--- src/rtl/chb_pkg.sv ---
// Shared constants, sizes and item codes for the color histogram builder.
// No dependencies; every rtl file refers to it by scoped names.
package chb_pkg;

  localparam int BINS_PER_CHANNEL = 8;
  localparam int COUNT_BITS       = 20;

  localparam int CH_W        = 8;
  localparam int BIN_W       = $clog2(BINS_PER_CHANNEL);
  localparam int CHROMA_BINS = BINS_PER_CHANNEL * BINS_PER_CHANNEL;
  localparam int NUM_BINS    = CHROMA_BINS * BINS_PER_CHANNEL;
  localparam int IDX_W       = $clog2(NUM_BINS);

  localparam int SEL_W     = 9;
  localparam int OUT_CNT_W = 20;
  localparam int FRAC_BITS = 16;
  localparam int FRAC_W    = FRAC_BITS + 1;
  localparam int SAT_W     = (COUNT_BITS > OUT_CNT_W) ? COUNT_BITS : OUT_CNT_W;
  localparam int STEP_W    = $clog2(FRAC_BITS + 1);

  localparam logic [COUNT_BITS-1:0] COUNT_MAX     = '1;
  localparam logic [OUT_CNT_W-1:0]  OUT_COUNT_MAX = '1;
  localparam logic [FRAC_W-1:0]     FRAC_ONE      = FRAC_W'(1) << FRAC_BITS;

  localparam int ADDR_W = 3;
  localparam int DATA_W = 32;

  localparam logic REG_HIST_MODE = 1'b0;

  typedef enum logic [1:0] {
    FUNC_PIXEL = 2'd0,
    FUNC_READ  = 2'd1,
    FUNC_CLEAR = 2'd2
  } func_t;

endpackage

--- src/rtl/chb_bin_index.sv ---
// Bin address of one pixel: cube binning or chromaticity binning.
// Depends on chb_pkg; purely combinational.
module chb_bin_index (
  input  logic                        mode,
  input  logic [chb_pkg::CH_W-1:0]    chan0,
  input  logic [chb_pkg::CH_W-1:0]    chan1,
  input  logic [chb_pkg::CH_W-1:0]    chan2,
  output logic [chb_pkg::IDX_W-1:0]   idx
);

  localparam int PROD_W = chb_pkg::CH_W + $clog2(chb_pkg::BINS_PER_CHANNEL + 1);
  localparam int SUM_W  = chb_pkg::CH_W + 2;
  localparam int DIV_W  = PROD_W + SUM_W;

  function automatic logic [chb_pkg::BIN_W-1:0] cube_bin(
    input logic [chb_pkg::CH_W-1:0] c
  );
    logic [PROD_W-1:0] p;
    p = PROD_W'(c) * PROD_W'(chb_pkg::BINS_PER_CHANNEL);
    return p[chb_pkg::CH_W +: chb_pkg::BIN_W];
  endfunction

  // restoring long division; the quotient is known to stay below BINS_PER_CHANNEL
  function automatic logic [chb_pkg::BIN_W-1:0] chroma_bin(
    input logic [chb_pkg::CH_W-1:0] c,
    input logic [SUM_W-1:0]         d
  );
    logic [DIV_W-1:0]          r;
    logic [DIV_W-1:0]          ds;
    logic [chb_pkg::BIN_W-1:0] q;
    r = DIV_W'(c) * DIV_W'(chb_pkg::BINS_PER_CHANNEL);
    q = '0;
    for (int i = chb_pkg::BIN_W - 1; i >= 0; i--) begin
      ds = DIV_W'(d) << i;
      if (r >= ds) begin
        r    = r - ds;
        q[i] = 1'b1;
      end
    end
    return q;
  endfunction

  logic [SUM_W-1:0]          sum;
  logic [chb_pkg::BIN_W-1:0] b0;
  logic [chb_pkg::BIN_W-1:0] b1;
  logic [chb_pkg::BIN_W-1:0] b2;

  always_comb begin
    sum = SUM_W'(chan0) + SUM_W'(chan1) + SUM_W'(chan2) + SUM_W'(1);
    if (mode) begin
      b0  = chroma_bin(chan0, sum);
      b1  = chroma_bin(chan1, sum);
      b2  = '0;
      idx = chb_pkg::IDX_W'(b0) * chb_pkg::IDX_W'(chb_pkg::BINS_PER_CHANNEL)
          + chb_pkg::IDX_W'(b1);
    end else begin
      b0  = cube_bin(chan0);
      b1  = cube_bin(chan1);
      b2  = cube_bin(chan2);
      idx = chb_pkg::IDX_W'(b0) * chb_pkg::IDX_W'(chb_pkg::CHROMA_BINS)
          + chb_pkg::IDX_W'(b1) * chb_pkg::IDX_W'(chb_pkg::BINS_PER_CHANNEL)
          + chb_pkg::IDX_W'(b2);
    end
  end

endmodule

--- config.mk ---
export PLATFORM = sky130hd
export DESIGN_NAME = chb_bin_index
export DESIGN_NICKNAME = d
export VERILOG_FILES = /design/src/rtl/chb_pkg.sv /design/src/rtl/chb_bin_index.sv
export SDC_FILE = /design/constraint.sdc
export NUM_CORES = 1
export LEC_CHECK = 0
export BUFFER_PORTS_ARGS = -buffer_cell sky130_fd_sc_hd__clkbuf_2
export CORE_AREA = 2 2 86 88
export DETAILED_ROUTE_END_ITERATION = 16
export DIE_AREA = 0 0 88 90
export GPL_TIMING_DRIVEN = 0
export PLACE_DENSITY = 0.74
export SETUP_SLACK_MARGIN = 0.3
export SYNTH_ARGS = -nofsm -noshare
export SYNTH_HDL_FRONTEND = slang
export SYNTH_SLANG_ARGS = --single-unit
--- constraint.sdc ---
create_clock -name vclk -period 14.4
set_input_delay 1.44 -clock vclk [all_inputs]
set_output_delay 1.44 -clock vclk [all_outputs]
set_load 0.05 [all_outputs]
==> results.sh <==
export IMPL_port_buffers=34
export IMPL_path_max_fanout=10
export IMPL_min_path_cells=3
export IMPL_maxCapViolCount=0
export IMPL_cts_resized=0
export IMPL_yosysWarnings=0
export IMPL_worst_pin_slew_ns=1.052
export IMPL_die_area_mm2=0.007920
export IMPL_grt_max_degree=12
export IMPL_cts_hold_buf=0
export IMPL_drv_slew=0
export IMPL_ys_top_cells_by_count="ha_1, nor2_1, nand2_1, xnor2_1, a21oi_1"
export IMPL_fin_crit_sh=0.8093
export IMPL_post_route_drc_count=0
export IMPL_nets=589
export IMPL_yosysMostFrequentCell="ha_1"
export IMPL_yosysTopAreaCell="ha_1"
export IMPL_synth_compound_area_frac=0.2883
export IMPL_gp_congestion=0.9079
export IMPL_syn_area_mm2=0.003442
export IMPL_synth_top_family_by_area="compound AO/OA/AOI/OAI gates"
export IMPL_hold_violations=0
export IMPL_crit_type="input pin to output port"
export IMPL_worst_setup_path_start_kind="input pin"
export IMPL_hp_class="input pin to output port"
export IMPL_cp_slowest_stage_delay_ns=0.68
export IMPL_post_cts_buffers=0
export IMPL_coreArea_mm2=0.007020
export IMPL_synth_top_area_frac=0.1854
export IMPL_ys_types=72
export IMPL_arrival_ns=10.21
export IMPL_drtPass1Iterations=4
export IMPL_grt_pass1_wl_um=16060
export IMPL_drt_iter0_markers=133
export IMPL_regArea_um2=0
export IMPL_synthesis_nets=553
export IMPL_drive_gt1_frac=0.1178
export IMPL_syn_inst=467
export IMPL_vias_per_cell=6.140
export IMPL_antenna_found_initial=0
export IMPL_synthMuxAreaShare=0.03744
export IMPL_rsz0062_at_grt="false"
export IMPL_dp_hpwl_um=8119
export IMPL_synthXorXnorAreaFrac=0.1283
export IMPL_area_delta_synth_final_pct=8.542
export IMPL_finalCriticalPeriod_ns=11.65
export IMPL_outcome="completed"
export IMPL_num_rows=31
export IMPL_cp_depth=38
export IMPL_netlist_top_cells_area="ha_1, xnor2_1, fa_1"
export IMPL_tns_ns=0
export IMPL_start_util=0.4903
export IMPL_grt_pass1_vias=3618
export IMPL_cp_slowest_cell="xnor2_1"
export IMPL_cp_num_buf_inv=5
export IMPL_ios=34
export IMPL_ant_nets=0
export IMPL_numSequentialCells=0
export IMPL_avgSynthCellArea_um2=7.371
export IMPL_critPathCaptureType="output port"
export IMPL_cp_top_family="compound AO/OA/AOI/OAI gates"
export IMPL_yosys_area_share_simple=0.2334
export IMPL_fmax_mhz=85.81
export IMPL_ys_seq_area_frac=0
export IMPL_wire_per_inst_um=15.79
export IMPL_gr_total_overflow=0
export IMPL_synth_fa_ha_area_frac=0.2704
export IMPL_die_w_um=88
export IMPL_worstPathRequired_ns=12.96
export IMPL_grtUsageTotal=0.2409
export IMPL_worst_path_most_repeated_cell="a21oi_1"
export IMPL_max_slew_margin=0.2919
export IMPL_drt_total_wl_um=9473
export IMPL_die_y_um=90
export IMPL_clkbuf_count=0
export IMPL_setup_viol=0
export IMPL_antennaDiodeCount=0
export IMPL_via_count=3684
## stage by stage
stage / setup WS [ns] / util / cell area [um2] / instances / hold WS, ns
after floorplan: 4.521 / - / 3442 / 467 / 3.145
after global placement: 3.065 / 0.5322 / 3736 / 600 / 3.370
after detailed placement: 2.860 / 0.5322 / 3736 / 600 / 3.373
after CTS: 2.848 / 0.5322 / 3736 / 600 / 3.374
after global routing: 2.032 / 0.5322 / 3736 / 600 / 3.404
final: 2.747 / 0.5322 / 3736 / 600 / 3.373
## cells by family (layout without fill, tap and decap cells)
logic type,after synthesis,after routing
buf+inv,37,71
simple gates,162,162
mux,12,12
xor+xnor,43,43
fa+ha+maj,70,70
compound gates,143,143
## routing by layer
layer / vias up / share of wire / global-route usage
met5: - / 0 / 0
met4: 0 / 0.021 / 0.05769
li1: 1831 / - / -
met2: 97 / 0.50 / 0.4230
met3: 20 / 0.043 / 0.01377
met1: 1736 / 0.44 / 0.3169
## cell type report
cell class | instances | area (um2)
buffer | 11 | 45.04
timing repair buffer | 34 | 170.2
fill | 716 | 3284
tap | 99 | 123.9
multi-input combinational | 430 | 3297
inverter | 26 | 100.1
## worst paths after layout
| path | to | slack (ns) | startpoint |
|---|---|---|---|
| setup / recovery | idx[0] | 2.75 | chan0[1] |
| hold / removal | idx[2] | 3.37 | chan2[7] |
## placed cells by master (no fill, tap or decap), types with 6 or more instances in the layout
master	instances
nand2_1	43
o211ai_1	6
nand3b_1	7
nor2b_1	6
a21o_1	15
xor2_1	9
ha_1	51
xnor2_1	30
fa_1	10
mux2_2	7
nor2_1	47
clkbuf_2	34
nand4_1	7
a211oi_1	8
a21oi_1	28
nand2b_1	10
nor3_1	12
nand3_1	8
inv_1	24
maj3_1	7
o21ai_0	26
clkbuf_1	6
## tightest hold or removal path: stages
cell and delay, ns:
clkbuf_2 0.10, mux2_2 0.13, clkbuf_2 0.26
Power is not shown: default switching activity piles up to over one toggle a cycle in this logic, so the estimate is an artifact.
