--- src/rtl/chb_pkg.sv ---
// Shared constants, sizes and item codes for the color histogram builder.
// No dependencies; every rtl file refers to it by scoped names.
package chb_pkg;

  localparam int BINS_PER_CHANNEL = 8;
  localparam int COUNT_BITS       = 20;

  localparam int CH_W        = 8;
  localparam int BIN_W       = $clog2(BINS_PER_CHANNEL);
  localparam int CHROMA_BINS = BINS_PER_CHANNEL * BINS_PER_CHANNEL;
  localparam int NUM_BINS    = CHROMA_BINS * BINS_PER_CHANNEL;
  localparam int IDX_W       = $clog2(NUM_BINS);

  localparam int SEL_W     = 9;
  localparam int OUT_CNT_W = 20;
  localparam int FRAC_BITS = 16;
  localparam int FRAC_W    = FRAC_BITS + 1;
  localparam int SAT_W     = (COUNT_BITS > OUT_CNT_W) ? COUNT_BITS : OUT_CNT_W;
  localparam int STEP_W    = $clog2(FRAC_BITS + 1);

  localparam logic [COUNT_BITS-1:0] COUNT_MAX     = '1;
  localparam logic [OUT_CNT_W-1:0]  OUT_COUNT_MAX = '1;
  localparam logic [FRAC_W-1:0]     FRAC_ONE      = FRAC_W'(1) << FRAC_BITS;

  localparam int ADDR_W = 3;
  localparam int DATA_W = 32;

  localparam logic REG_HIST_MODE = 1'b0;

  typedef enum logic [1:0] {
    FUNC_PIXEL = 2'd0,
    FUNC_READ  = 2'd1,
    FUNC_CLEAR = 2'd2
  } func_t;

endpackage

--- src/rtl/chb_frac_div.sv ---
// Bit-serial divider for the bin share: floor(count * 2^16 / total), one bit a cycle.
// Gives 2^16 when count >= total and zero when total is zero. Depends on chb_pkg.
module chb_frac_div (
  input  logic                            clk,
  input  logic                            rst,
  input  logic                            start,
  input  logic [chb_pkg::COUNT_BITS-1:0]  count,
  input  logic [chb_pkg::COUNT_BITS-1:0]  total,
  output logic                            done,
  output logic [chb_pkg::FRAC_W-1:0]      frac
);

  typedef enum logic {
    DV_IDLE,
    DV_RUN
  } dv_state_t;

  dv_state_t                          state;
  logic [chb_pkg::COUNT_BITS-1:0]     rem;
  logic [chb_pkg::COUNT_BITS-1:0]     dvsr;
  logic [chb_pkg::FRAC_BITS-1:0]      quo;
  logic [chb_pkg::STEP_W-1:0]         steps;

  logic [chb_pkg::COUNT_BITS:0]       rem_sh;
  logic [chb_pkg::COUNT_BITS:0]       rem_sub;
  logic                               ge;
  logic [chb_pkg::COUNT_BITS-1:0]     rem_next;
  logic [chb_pkg::FRAC_BITS-1:0]      quo_next;

  always_comb begin
    rem_sh   = {rem, 1'b0};
    rem_sub  = rem_sh - {1'b0, dvsr};
    ge       = rem_sh >= {1'b0, dvsr};
    rem_next = ge ? rem_sub[chb_pkg::COUNT_BITS-1:0] : rem_sh[chb_pkg::COUNT_BITS-1:0];
    quo_next = {quo[chb_pkg::FRAC_BITS-2:0], ge};
  end

  always_ff @(posedge clk) begin
    if (rst) begin
      state <= DV_IDLE;
      done  <= 1'b0;
    end else begin
      done <= 1'b0;
      unique case (state)
        DV_IDLE: begin
          if (start) begin
            rem   <= count;
            dvsr  <= total;
            quo   <= '0;
            steps <= chb_pkg::STEP_W'(chb_pkg::FRAC_BITS);
            priority if (total == '0) begin
              frac <= '0;
              done <= 1'b1;
            end else if (count >= total) begin
              frac <= chb_pkg::FRAC_ONE;
              done <= 1'b1;
            end else begin
              state <= DV_RUN;
            end
          end
        end
        DV_RUN: begin
          rem   <= rem_next;
          quo   <= quo_next;
          steps <= steps - chb_pkg::STEP_W'(1);
          if (steps == chb_pkg::STEP_W'(1)) begin
            frac  <= chb_pkg::FRAC_W'(quo_next);
            done  <= 1'b1;
            state <= DV_IDLE;
          end
        end
      endcase
    end
  end

endmodule

--- config.mk ---
export PLATFORM = sky130hd
export DESIGN_NAME = chb_frac_div
export DESIGN_NICKNAME = d
export VERILOG_FILES = /design/src/rtl/chb_pkg.sv /design/src/rtl/chb_frac_div.sv
export SDC_FILE = /design/constraint.sdc
export NUM_CORES = 1
export LEC_CHECK = 0
export BUFFER_PORTS_ARGS = -buffer_cell sky130_fd_sc_hd__buf_4
export CAP_MARGIN = 10
export CORE_ASPECT_RATIO = 0.75
export CORE_MARGIN = 2
export CORE_UTILIZATION = 55
export CTS_CLUSTER_DIAMETER = 120
export DETAILED_ROUTE_END_ITERATION = 8
export GPL_ROUTABILITY_DRIVEN = 0
export PLACE_DENSITY = 0.81
export SYNTH_ARGS = -nofsm -noshare
export SYNTH_HDL_FRONTEND = slang
export SYNTH_SLANG_ARGS = --single-unit
--- constraint.sdc ---
create_clock -name clk -period 11.15 [get_ports clk]
set_input_delay 2.23 -clock clk [delete_from_list [all_inputs] [get_ports clk]]
set_output_delay 2.23 -clock clk [all_outputs]
set_load 0.05 [all_outputs]
==> results.cfg <==
[worst_setup_path]
critPathRequiredTime_ps = 11170
setup.worst_path.class = input port to register
cpMaxStageDelayCell = sky130_fd_sc_hd__or4_1
path_common_cell = sky130_fd_sc_hd__buf_4
regToRegSetupSlack_ps = 8180
worst-endpoint-arrival_ps = 4420
crit_path_end_kind = register
worstSetupEndpoint = frac[14]
timing.rr.start = rem[15]
cp_cell_sequence = buf_4 > ha_1 > nand2b_1 > a21o_1 > a211oi_1 > or4_1 > a311oi_1 > o41ai_1 > nor3_2 > buf_4
crit_path_launch = total[0]
reg2reg_depth = 7
worst_r2r_endpoint = rem[14]
max_stage_delay_ps = 490
worstPathMaxFanout = 17
critical_path.startpoint_type = input port

[drt]
drt_pass1_iterations = 5
drc_errors = 0
drt_first_iter_violations = 332
detailroute.via_count = 3731
detail_route.wirelength_um = 11100
final_antenna_net_count = 0
post_drt_via_cell_ratio = 5.97
wl_per_cell_um = 17.8

[sta]
rsz0062_at_grt = no
final-max-slew-violation-count = 0
timing.max_slew.rel_slack_pct = 20.5
slew_at_the_pin_with_the_worst_max_slew_slack_ps = 1190
final_worst_clock_skew_ps = 10.8
setup-tns-final_ps = 0
finalSetupViolations = 0
holdWs_ps = 523
clock.fmax_mhz = 227
final_period_util_pct = 39.4
post-route-min-period_ps = 4400
hold_violations = 0

[final_layout]
share_of_post_route_cells_with_drive_strength_above_1_pct = 20.1
non_filler_cells_in_the_finished_layout = 625
antenna_cells = 0
area_delta_synth_final_pct = 16.0
filler_cell_count = 667
fin_nets = 598

[synthesis]
yosysSeqAreaShare_pct = 48.5
mappedNetlistNets = 538
postSynth.topFlopCell = sky130_fd_sc_hd__edfxtp_1
area_of_the_mapped_netlist_um2 = 4850
synth_top_area_share_pct = 47.7
post-synth-top-count-cell = sky130_fd_sc_hd__edfxtp_1
synthesis.yosys.warnings = 0
netlist.top_cell.by_area = sky130_fd_sc_hd__edfxtp_1
synth_cells = 452
yosys_register_bits = 79
synth.cells.most_frequent = sky130_fd_sc_hd__edfxtp_1, sky130_fd_sc_hd__inv_1, sky130_fd_sc_hd__ha_1, sky130_fd_sc_hd__nand2_1, sky130_fd_sc_hd__nor2_1
ys_async_sr_fraction_pct = 0
synth.lib_cells_used.distinct = 68
synthesis.area_per_instance_um2 = 10.7
synth_area_leaders = sky130_fd_sc_hd__edfxtp_1, sky130_fd_sc_hd__ha_1, sky130_fd_sc_hd__inv_1
synth_enable_flop_cells = 77

[clock_network]
tritoncts = done
clk-insertion-delay-late_ps = 340
inserted_clock_buffers = 9
cts-root-buf = sky130_fd_sc_hd__clkbuf_16
postCtsSetupRepairBufs = 0
hold_buffers = 0
clock_sinks = 79
clk_path_buf_depth = 2
clkSlewWorstSetupHoldPaths_ps = 60
ctsHtreeMaxLevel = 3
post_cts_resize_count = 0

[power]
sequentialPowerShare_pct = 43.2
switchingPower_mw = 0.254
lkg_pwr_nw = 2.42
intPower_mw = 0.584
max-vdd-ir-drop_mv = 0.0994
power-per-cell-area_nw_per_um2 = 149
p_clk_share_pct = 32.9
p_sw_share_pct = 30.3
p_comb_share_pct = 23.9

[placed_design]
dp.final_hpwl_um = 8050
numPlacedInstances = 609
port_buffers = 60

[die]
initial_core_util_pct = 56.9
design.die.area_um2 = 9590
chipWidth_um = 112
die_height_um = 85.3
top_level_ports = 61
coreArea_um2 = 8530
fp-row-count = 29

[global_routing]
grt_pass1_vias = 3533
grt_use_total_pct = 24.0
antenna_violations_before_repair = 0
grt_first_pass_wirelength_um = 17900
global_route.overflow_total = 0
grt_max_degree = 69

[min_path]
min_path_type = register to register

[run]
drv.max_cap_violation_count = 0

[run_status]
result_of_the_run = finished, final reports clean
[sequential cells by signal (all words and copies together) (netlist names)]
| name | cells |
|---|---|
| frac | 17 |
| done | 1 |
| state | 1 |
| dvsr | 20 |
| steps | 5 |
| rem | 20 |
| quo | 15 |
[cell families after synthesis]
group	count (synthesis)	share of synthesized area [%]
flip-flops	79	48.5
adder cells (fa/ha/maj)	43	11.3
AO/OA/AOI/OAI	107	15.7
multiplexers	1	0.232
AND/OR/NAND/NOR	141	15.1
buffers and inverters	68	6.86
XOR/XNOR	13	2.35
[routing by layer]
| layer | part of all wire, % | routed length [um] | global-route usage (%) | up-vias |
|---|---|---|---|---|
| met5 | 0 | 0 | 0 | - |
| met4 | 0.95 | 106 | 6.21 | 0 |
| met3 | 7.5 | 837 | 6.00 | 12 |
| met2 | 46 | 5110 | 36.6 | 145 |
| met1 | 46 | 5070 | 34.6 | 1796 |
| li1 | - | - | - | 1778 |
[through the flow]
| step | total power, mW | area, um2 | util (%) | worst slack (ps) |
|---|---|---|---|---|
| after global routing | 0.876 | 5620 | 65.9 | 6570 |
| after detailed placement | 0.564 | 5350 | 62.7 | 6400 |
| final | 0.839 | 5620 | 65.9 | 6750 |
| after CTS | 0.838 | 5620 | 65.9 | 6720 |
| after global placement | 0.557 | 5350 | 62.7 | 6510 |
| after floorplan | 0.515 | 4850 | - | 5940 |
[cell type report]
class	count	area [um2]	area share, %
inverter	54	203	3.60
clock inverter	7	52.6	0.935
sequential	79	2350	41.9
clock buffer	9	225	4.01
timing repair buffer	63	473	8.41
tap	108	135	2.40
multi-input combinational	305	2180	38.8
[placed cells by master (no fill, tap or decap), types with 6 or more instances in the layout]
cell type / netlist / routed
sky130_fd_sc_hd__and2_1: 20 / 20
sky130_fd_sc_hd__nor2b_1: 7 / 7
sky130_fd_sc_hd__xor2_1: 6 / 6
sky130_fd_sc_hd__buf_4: 0 / 63
sky130_fd_sc_hd__nand3_1: 10 / 10
sky130_fd_sc_hd__a31oi_1: 16 / 16
sky130_fd_sc_hd__a21o_1: 10 / 10
sky130_fd_sc_hd__inv_1: 53 / 53
sky130_fd_sc_hd__nor2_1: 29 / 28
sky130_fd_sc_hd__ha_1: 42 / 42
sky130_fd_sc_hd__o21ai_0: 21 / 21
sky130_fd_sc_hd__a21oi_1: 15 / 15
sky130_fd_sc_hd__edfxtp_1: 77 / 77
sky130_fd_sc_hd__nor4_1: 6 / 6
sky130_fd_sc_hd__nand2_1: 34 / 34
sky130_fd_sc_hd__clkbuf_16: 0 / 9
sky130_fd_sc_hd__xnor2_1: 7 / 7
[power by group through the flow]
stage | Combinational [mW] | Sequential [mW] | Clock [mW]
3_5_place_dp | 0.195 | 0.368 | 0
3_3_place_gp | 0.189 | 0.368 | 0
5_1_grt | 0.220 | 0.364 | 0.292
2_1_floorplan | 0.135 | 0.380 | 0
6_report | 0.200 | 0.362 | 0.276
4_1_cts | 0.198 | 0.362 | 0.278
[critical path: cells and delay by family]
kind / cells / cell delay (ps)
AOI/OAI and AO/OA: 4 / 810
and+or+nand+nor: 3 / 720
buffers and inverters: 2 / 400
adders and majority gates: 1 / 260
[worst min-delay path by stage]
stage / to / cells past startpoint / start / slack [ps]
after floorplan: frac[15] / 1 / quo[14] / 500
after global placement: frac[15] / 1 / quo[14] / 510
after detailed placement: frac[15] / 1 / quo[14] / 520
after CTS: frac[15] / 1 / quo[14] / 530
after global routing: frac[15] / 1 / quo[14] / 560
final: frac[15] / 1 / quo[14] / 520
No activity file was read; power rests on OpenSTA's default activity.
